===== config.mk =====
export PLATFORM = sky130hd
export DESIGN_NAME = deglitching_edge_timestamper_top
export DESIGN_NICKNAME = d
export VERILOG_FILES = /design/src/sv/det_pkg.sv /design/src/sv/det_state_mem.sv /design/src/sv/det_run_merge.sv /design/src/sv/det_out_buf.sv /design/src/sv/deglitching_edge_timestamper_top.sv
export SDC_FILE = /design/constraint.sdc
export NUM_CORES = 1
export LEC_CHECK = 0
export BUFFER_PORTS_ARGS = -buffer_cell sky130_fd_sc_hd__buf_4
export CAP_MARGIN = 20
export CORE_MARGIN = 10
export CORE_UTILIZATION = 45
export CTS_CLUSTER_DIAMETER = 50
export DETAILED_ROUTE_END_ITERATION = 6
export PLACE_DENSITY = 0.61
export SYNTH_ARGS = -nofsm -noshare
export SYNTH_HDL_FRONTEND = slang
export SYNTH_SLANG_ARGS = --single-unit

===== constraint.sdc =====
create_clock -name clk -period 19.27 [get_ports clk]
set_input_delay 2.8905 -clock clk [delete_from_list [all_inputs] [get_ports clk]]
set_output_delay 2.8905 -clock clk [all_outputs]
set_load 0.005 [all_outputs]

===== src/sv/det_pkg.sv =====
package det_pkg;

	// Samples per input byte, oldest in bit 7
	localparam int BYTE_SAMPLES = 8;
	// Width of the emitted timestamp
	localparam int EDGE_W = 32;
	// A byte splits into at most nine runs (eight transitions)
	localparam int RUNS = 9;
	// Run lengths stay at or below 8, run weights at or below 9
	localparam int RUN_W = 4;
	// Transition count, 0 to 8
	localparam int TR_W = 4;
	// Above any real weight, so the first inner run it meets always replaces it in the search
	localparam logic [RUN_W-1:0] NO_WEIGHT = '1;

	typedef struct packed {
		logic [EDGE_W-1:0] edge_time;
		logic              edge_level;
		logic              last_of_byte;
	} edge_item_t;

	// Status of the run splitter and merger, seen by the sequencer
	typedef struct packed {
		logic             busy;
		logic [TR_W-1:0]  trans;
		logic [RUN_W-1:0] len0;
		logic [RUN_W-1:0] len1;
	} rm_stat_t;

endpackage


===== src/sv/det_state_mem.sv =====
module det_state_mem import det_pkg::*; #(
	parameter int W = 33
) (
	input  logic         clk,
	input  logic         arst_n,
	input  logic         rd_en,
	input  logic         wr_en,
	input  logic [W-1:0] wr_data,
	output logic [W-1:0] rd_data
);

	logic [W-1:0] mem [1];
	logic         valid_q;
	logic [W-1:0] rd_data_q;

	// An entry never written reads as the reset state (all zero)
	always_ff @(posedge clk or negedge arst_n) begin
		if (!arst_n) begin
			valid_q <= 1'b0;
		end else if (wr_en) begin
			valid_q <= 1'b1;
		end
	end

	always_ff @(posedge clk) begin
		if (wr_en) begin
			mem[0] <= wr_data;
		end
		if (rd_en) begin
			rd_data_q <= valid_q ? mem[0] : '0;
		end
	end

	assign rd_data = rd_data_q;

endmodule


===== src/sv/det_run_merge.sv =====
module det_run_merge import det_pkg::*; (
	input  logic       clk,
	input  logic       arst_n,
	input  logic       load,
	input  logic [7:0] sample_byte,
	input  logic       level,
	output rm_stat_t   stat
);

	logic [RUN_W-1:0] len_q [RUNS];
	logic [RUN_W-1:0] wts_q [RUNS];
	logic [TR_W-1:0]  trans_q;

	logic [RUN_W-1:0] split_len [RUNS];
	logic [RUN_W-1:0] split_wts [RUNS];
	logic [TR_W-1:0]  split_tr;
	logic [RUN_W-1:0] run_len;
	logic [RUN_W-1:0] run_wt;
	logic             lvl;
	logic             smp;

	logic [RUN_W-1:0] best;
	logic [TR_W-1:0]  pick;
	logic [RUN_W-1:0] mrg_len [RUNS];
	logic [RUN_W-1:0] mrg_wts [RUNS];
	logic             busy;

	// Split the byte into runs, starting from the level left by the previous byte
	always_comb begin
		lvl      = level;
		split_tr = '0;
		run_len  = '0;
		run_wt   = '0;
		smp      = 1'b0;
		for (int k = 0; k < RUNS; k++) begin
			split_len[k] = '0;
			split_wts[k] = '0;
		end
		for (int pos = 7; pos >= 0; pos--) begin
			smp = sample_byte[pos];
			if (smp == lvl) begin
				run_len = run_len + RUN_W'(1);
				run_wt  = run_wt + ((pos == 7) ? RUN_W'(2) : RUN_W'(1));
			end else begin
				split_len[split_tr] = run_len;
				split_wts[split_tr] = run_wt;
				split_tr = split_tr + TR_W'(1);
				run_len  = RUN_W'(1);
				run_wt   = RUN_W'(1);
			end
			lvl = smp;
		end
		split_len[split_tr] = run_len;
		split_wts[split_tr] = run_wt;
	end

	assign busy = (trans_q > TR_W'(2));

	// One merge step: lowest-weight inner run, earliest on a tie
	always_comb begin
		best = NO_WEIGHT;
		pick = TR_W'(1);
		for (int i = 1; i < RUNS - 1; i++) begin
			if ((TR_W'(i) < trans_q) && (wts_q[i] < best)) begin
				best = wts_q[i];
				pick = TR_W'(i);
			end
		end
		mrg_len = len_q;
		mrg_wts = wts_q;
		mrg_len[pick - TR_W'(1)] = len_q[pick - TR_W'(1)] + len_q[pick] + len_q[pick + TR_W'(1)];
		mrg_wts[pick - TR_W'(1)] = wts_q[pick - TR_W'(1)] + wts_q[pick] + wts_q[pick + TR_W'(1)];
		for (int j = 1; j < RUNS - 2; j++) begin
			if (TR_W'(j) >= pick) begin
				mrg_len[j] = len_q[j + 2];
				mrg_wts[j] = wts_q[j + 2];
			end
		end
	end

	always_ff @(posedge clk or negedge arst_n) begin
		if (!arst_n) begin
			trans_q <= '0;
		end else if (load) begin
			trans_q <= split_tr;
		end else if (busy) begin
			trans_q <= trans_q - TR_W'(2);
		end
	end

	always_ff @(posedge clk) begin
		if (load) begin
			len_q <= split_len;
			wts_q <= split_wts;
		end else if (busy) begin
			len_q <= mrg_len;
			wts_q <= mrg_wts;
		end
	end

	assign stat.busy  = busy;
	assign stat.trans = trans_q;
	assign stat.len0  = len_q[0];
	assign stat.len1  = len_q[1];

endmodule


===== src/sv/det_out_buf.sv =====
module det_out_buf import det_pkg::*; (
	input  logic       clk,
	input  logic       arst_n,
	input  logic       push,
	input  logic [1:0] push_cnt,
	input  edge_item_t item0,
	input  edge_item_t item1,
	output logic       empty,
	output logic       out_valid,
	input  logic       out_ready,
	output edge_item_t out_item
);

	logic [1:0] cnt_q;
	edge_item_t slot0_q;
	edge_item_t slot1_q;
	logic       pop;

	assign pop = (cnt_q != 2'd0) && out_ready;

	// Push only lands on an empty buffer, so it never meets a pop
	always_ff @(posedge clk or negedge arst_n) begin
		if (!arst_n) begin
			cnt_q <= 2'd0;
		end else if (push) begin
			cnt_q <= push_cnt;
		end else if (pop) begin
			cnt_q <= cnt_q - 2'd1;
		end
	end

	always_ff @(posedge clk) begin
		if (push) begin
			slot0_q <= item0;
			slot1_q <= item1;
		end else if (pop) begin
			slot0_q <= slot1_q;
		end
	end

	assign empty     = (cnt_q == 2'd0);
	assign out_valid = !empty;
	assign out_item  = slot0_q;

endmodule


===== src/sv/deglitching_edge_timestamper_top.sv =====
// An accepted byte passes through S_LOAD and S_MERGE before its edges enter the output buffer.
// Only one byte is in flight; a byte takes m = 0..3 merge steps; the run merger does one
//   merge per cycle and the state memory is read and written once per byte.
// A byte leaves at most two transitions; their items wait in a two-entry output buffer while the next byte is taken.
// Reset (arst_n low, asynchronous) clears the sequencer, the buffer and the state-memory
//   valid bit, so the line level and sample timer read as zero until first written.
module deglitching_edge_timestamper_top import det_pkg::*; #(
	parameter int TIMER_BITS = 32
) (
	input  logic              clk,
	input  logic              arst_n,
	input  logic              in_valid,
	output logic              in_ready,
	input  logic [7:0]        sample_byte,
	input  logic              restart,
	output logic              out_valid,
	input  logic              out_ready,
	output logic [EDGE_W-1:0] edge_time,
	output logic              edge_level,
	output logic              last_of_byte
);

	// State word: {line level, sample timer}
	localparam int ST_W = TIMER_BITS + 1;
	// Timer bits that reach the 32-bit timestamp
	localparam int LO_W = (TIMER_BITS < EDGE_W) ? TIMER_BITS : EDGE_W;

	typedef enum logic [1:0] {
		S_IDLE,
		S_LOAD,
		S_MERGE
	} state_t;

	state_t state_q;

	logic [7:0]            byte_q;
	logic                  restart_q;
	logic [TIMER_BITS-1:0] timer_q;
	logic                  level_q;

	logic                  in_xfer;
	logic [ST_W-1:0]       rd_data;
	logic [ST_W-1:0]       wr_data;
	logic                  wr_en;
	logic [TIMER_BITS-1:0] cur_timer;
	logic                  cur_level;

	rm_stat_t              rm_stat;

	logic                  buf_empty;
	logic                  buf_push;
	logic [1:0]            push_cnt;
	logic                  emit_done;
	logic [EDGE_W-1:0]     base_time;
	logic [RUN_W:0]        len_sum;
	edge_item_t            item0;
	edge_item_t            item1;
	edge_item_t            out_item;

	// Only one byte is in flight, so the state read of the next byte always
	// sees the write-back of this one: the sequencer is the interlock.
	assign in_ready = (state_q == S_IDLE);
	assign in_xfer  = in_valid && in_ready;

	// Apply restart on the word read back from the state memory
	assign cur_timer = restart_q ? '0 : rd_data[TIMER_BITS-1:0];
	assign cur_level = restart_q ? 1'b0 : rd_data[TIMER_BITS];

	// Write back the new level (newest sample) and the advanced timer; it wraps
	assign wr_en   = (state_q == S_LOAD);
	assign wr_data = {byte_q[0], cur_timer + TIMER_BITS'(BYTE_SAMPLES)};

	det_state_mem #(
		.W (ST_W)
	) u_state_mem (
		.clk     (clk),
		.arst_n  (arst_n),
		.rd_en   (in_xfer),
		.wr_en   (wr_en),
		.wr_data (wr_data),
		.rd_data (rd_data)
	);

	det_run_merge u_run_merge (
		.clk         (clk),
		.arst_n      (arst_n),
		.load        (wr_en),
		.sample_byte (byte_q),
		.level       (cur_level),
		.stat        (rm_stat)
	);

	// Edge times: timer before the byte plus the offset of each kept edge
	assign base_time = EDGE_W'(timer_q[LO_W-1:0]);
	assign len_sum   = {1'b0, rm_stat.len0} + {1'b0, rm_stat.len1};

	assign item0.edge_time    = base_time + EDGE_W'(rm_stat.len0);
	assign item0.edge_level   = ~level_q;
	assign item0.last_of_byte = (rm_stat.trans == TR_W'(1));
	assign item1.edge_time    = base_time + EDGE_W'(len_sum);
	assign item1.edge_level   = level_q;
	assign item1.last_of_byte = 1'b1;

	// Once merging settles at most two transitions remain
	assign push_cnt  = (rm_stat.trans >= TR_W'(2)) ? 2'd2 : rm_stat.trans[1:0];
	assign emit_done = (state_q == S_MERGE) && !rm_stat.busy
		&& (buf_empty || (rm_stat.trans == '0));
	assign buf_push  = emit_done && (rm_stat.trans != '0);

	det_out_buf u_out_buf (
		.clk       (clk),
		.arst_n    (arst_n),
		.push      (buf_push),
		.push_cnt  (push_cnt),
		.item0     (item0),
		.item1     (item1),
		.empty     (buf_empty),
		.out_valid (out_valid),
		.out_ready (out_ready),
		.out_item  (out_item)
	);

	assign edge_time    = out_item.edge_time;
	assign edge_level   = out_item.edge_level;
	assign last_of_byte = out_item.last_of_byte;

	// Sequencer: take a byte, load state and split runs, merge, hand off edges
	always_ff @(posedge clk or negedge arst_n) begin
		if (!arst_n) begin
			state_q <= S_IDLE;
		end else begin
			case (state_q)
				S_IDLE: begin
					if (in_xfer) begin
						state_q <= S_LOAD;
					end
				end
				S_LOAD: begin
					state_q <= S_MERGE;
				end
				S_MERGE: begin
					if (emit_done) begin
						state_q <= S_IDLE;
					end
				end
				default: begin
					state_q <= S_IDLE;
				end
			endcase
		end
	end

	// Hold the byte for the split and the pre-byte state for the timestamps
	always_ff @(posedge clk) begin
		if (in_xfer) begin
			byte_q    <= sample_byte;
			restart_q <= restart;
		end
		if (wr_en) begin
			timer_q <= cur_timer;
			level_q <= cur_level;
		end
	end

`ifndef SYNTHESIS
	a_push_into_empty: assert property (@(posedge clk) disable iff (!arst_n)
		buf_push |-> buf_empty)
		else $error("edge push into a non-empty output buffer");

	a_load_after_accept: assert property (@(posedge clk) disable iff (!arst_n)
		(state_q == S_LOAD) |-> $past(in_xfer))
		else $error("state load without an accepted byte");

	a_one_in_flight: assert property (@(posedge clk) disable iff (!arst_n)
		in_xfer |=> !in_ready)
		else $error("second byte accepted while state write-back pending");

	a_trans_bound: assert property (@(posedge clk) disable iff (!arst_n)
		rm_stat.trans <= TR_W'(8))
		else $error("transition count beyond one byte");
`endif

endmodule


==> results.md <==
* Outcome: completed
* Share of layout cells above drive strength 1 at 0.0906
* Synth Instances at roughly 2100
* Worst flop-to-flop path startpoint: u_run_merge.trans_q[3]$_DFFE_PN0P_
* Max_slew headroom at 0.313
* DRT Wirelength at about 61000 µm
* Antenna Nets Post-Route at 0
* Antenna cell count at 0
* Clock skew at approximately 26 ps
* Hold EP: u_out_buf.cnt_q[0]$_DFFE_PN0P_
* Crit path max-delay cell type: nor2_1
* Critical Path Stages at 67
* Post-synth top area cell: edfxtp_1
* Worst endpoint required time at about 20000 ps
* Synth Area per Inst at 9.05 µm²
* Crit-path leading delay family: compound AO/OA/AOI/OAI gates
* CP Launch Type: flop
* Seq cells post-synth at roughly 250
* Vias per Instance at 6.15
* # rows at 74
* Final setup violation count at 0
* NumNets Final at roughly 2200
* Hold_buf cts at 0
* Crit path DAT at 17990 ps
* Async SR Flop Fraction at 0.0356
* Final Max Tran Viols at 0
* CTS tree: built
* Starting Density at 0.457
* PortBufs at 48
* Postcts setup bufs at 0
* Register-to-Register Path Depth at 67
* Startpoint of the worst hold path: u_out_buf.cnt_q[0]$_DFFE_PN0P_
* Total number of vias at ~16000
* Root Driver: clkbuf_16
* Final setup TNS at 0 ps
* Crit end category: flop
* GPL Wtd Cong at 0.967
* Worst Path Max Fanout at 37
* RR Endpoint: u_run_merge.stat[7]$_DFFE_PP_
* Die footprint at 50300 µm²
* # DRC at 0
* Post-synth top area share at 0.391
* Final Critical Period at 17740 ps
* Worst Tran Pin Value at 1020 ps
* Drt wl/cell at about 23 µm
* Fin. Hold Viols at 0
* Synth Cell Area at about 19000 µm²
* Fin crit share at 0.920
* Crit-path max cell delay at 840 ps
* Core area at approximately 40000 µm²
* Dominant synthesized flop cell: edfxtp_1
* Synth unique cells at slightly above 90
* Main area contributors after synthesis: edfxtp_1 39%, nand2_1 5.2%, o21ai_0 4.5%, nor2_1 4.0%, ha_1 3.7%
* Clock slew at reported path FFs at 60 ps
* Antenna violations before repair at 0
* Die Wd at between 200 and 250 µm
* Clock sinks at about 250
* Max-Cap Viols at 0
* Num CTS Buffers at 35
* Chip height at 224 µm
* Maximum achievable frequency at roughly 56 MHz
* Number of synthesized flops with an enable pin at ~240
* IO Pins at 49
* Worst path bufs/invs at 9
* Iteration-0 DRC Markers at roughly 1600
* H-tree levels at 2
* HPWL reported at the end of detailed placement at 45400 µm
* Register area share after synthesis at 0.403
* Hold depth at 1
* CTS max path bufs at 3
* CP Class: flop to flop
* Synth-to-Final Area Change at 10.2%
* Fillers at 3865
* DRT Pass-1 Iters at 5
* Synth Warn # at 0
* R2R setup slack at approximately 1500 ps
* GR Overflow Total at 0
* Largest net degree at the start of global routing at 67
* Hold/Removal Path Class: flop to flop
* RSZ-0062 raised after global routing: no
* Clock Latency Late Sink at 550 ps
* First-pass GRT wire length at roughly 92000 µm
* Vias in the first global route at around 15000
* Total GRT Usage at 0.235
[repair_timing]
item                                    4_1_cts  5_1_grt
endpoints found under the hold margin         0        0
endpoints found under the setup margin        0        8
resized for setup                             0        1
[per-stage QoR]
| stage | hold slack [ps] | utilization | setup WS [ps] | instances | cell area, µm² |
|---|---|---|---|---|---|
| after floorplan | 421 | - | 3490 | 2073 | 18800 |
| after global placement | 469 | 0.477 | 1930 | 2567 | 19600 |
| after detailed placement | 472 | 0.477 | 1580 | 2567 | 19600 |
| after CTS | 481 | 0.503 | 1510 | 2627 | 20600 |
| after global routing | 513 | 0.504 | 61.8 | 2629 | 20700 |
| final | 479 | 0.504 | 1530 | 2629 | 20700 |
[layout make-up]
cell class                      count  area, µm²  area share
Inverter                           83        314      0.0152
Multi-Input combinational cell   1624      10500       0.507
Sequential cell                   253       7550       0.365
Tap cell                          532        666      0.0322
Clock buffer                       43        916      0.0443
Timing Repair Buffer               77        588      0.0284
Clock inverter                     17        165     0.00799
[cell families (layout without fill, tap and decap cells)]
| group | count (synthesis) | after routing | synth area share |
|---|---|---|---|
| buffers and inverters | 196 | 220 | 0.0411 |
| AOI/OAI and AO/OA | 570 | 570 | 0.194 |
| DFF | 253 | 253 | 0.403 |
| xor gates and xnor gates | 122 | 122 | 0.0577 |
| adders and majority gates | 70 | 70 | 0.0527 |
| and+or+nand+nor | 776 | 776 | 0.194 |
| muxes | 84 | 84 | 0.0574 |
| other | 1 | 2 | 0.000200 |
[worst max-delay path by stage]
stage                                             from                               to  slack, ps
floorplan           u_run_merge.trans_q[2]$_DFFE_PN0P_  u_run_merge.len_q[15]$_DFFE_PP_       3490
global placement    u_run_merge.trans_q[3]$_DFFE_PN0P_    u_run_merge.stat[3]$_DFFE_PP_       1930
detailed placement  u_run_merge.trans_q[3]$_DFFE_PN0P_    u_run_merge.stat[7]$_DFFE_PP_       1580
CTS                 u_run_merge.trans_q[3]$_DFFE_PN0P_    u_run_merge.stat[7]$_DFFE_PP_       1510
global route        u_run_merge.trans_q[3]$_DFFE_PN0P_    u_run_merge.stat[7]$_DFFE_PP_         60
finish              u_run_merge.trans_q[3]$_DFFE_PN0P_    u_run_merge.stat[7]$_DFFE_PP_       1530
[sequential cells by signal, indices dropped and copies added (netlist names), 2 cells and up]
name                 count
u_run_merge.wts_q       36
u_out_buf.out_item      34
u_out_buf.slot1_q       33
u_state_mem.rd_data     33
base_time               32
u_state_mem.mem         30
u_run_merge.len_q       28
byte_q                   8
u_run_merge.stat         8
u_run_merge.trans_q      4
state_q                  2
u_out_buf.cnt_q          2
[cells in the final DEF, fill, tap and decap left out, types with 38 or more instances in the layout]
master,Yosys,layout
xor2_1,61,61
nor2b_1,38,38
edfxtp_1,244,244
a21oi_1,135,135
buf_4,1,75
xnor2_1,60,60
and2_1,42,41
mux2i_1,58,58
nor2_1,202,200
ha_1,55,55
nor3_1,48,48
inv_1,83,82
nand2_1,260,260
nand3_1,59,59
o21ai_0,167,167
a211oi_1,56,56
[cells in the mapped netlist (all sizes together), types with 8 or more instances]
library cell and count:
fa 15, buf 17, nand2 260, and2 44, or3 8, xnor2 60, dfrtp 9, a22oi 15
o221ai 10, ha 55, mux2i 58, a211oi 58, nor3 48, nor2b 38, o31ai 19, nand3 59
o21a 9, mux2 8, edfxtp 244, a221oi 13, mux4 18, nor2 203, o211ai 34, a21oi 136
a21o 9, and3 32, nand4 21, nand2b 23, or2 10, o21ai 180, xor2 61, o22ai 17
clkbuf 96, a31oi 19, inv 83
[layer usage]
layer  share of wire  GRT usage
met5               0          0
met4           0.040     0.0932
met3           0.075     0.0413
met2            0.44      0.351
met1            0.45      0.331
Power is not shown: default switching activity piles up to over one toggle a cycle in this logic, so the estimate is an artifact.
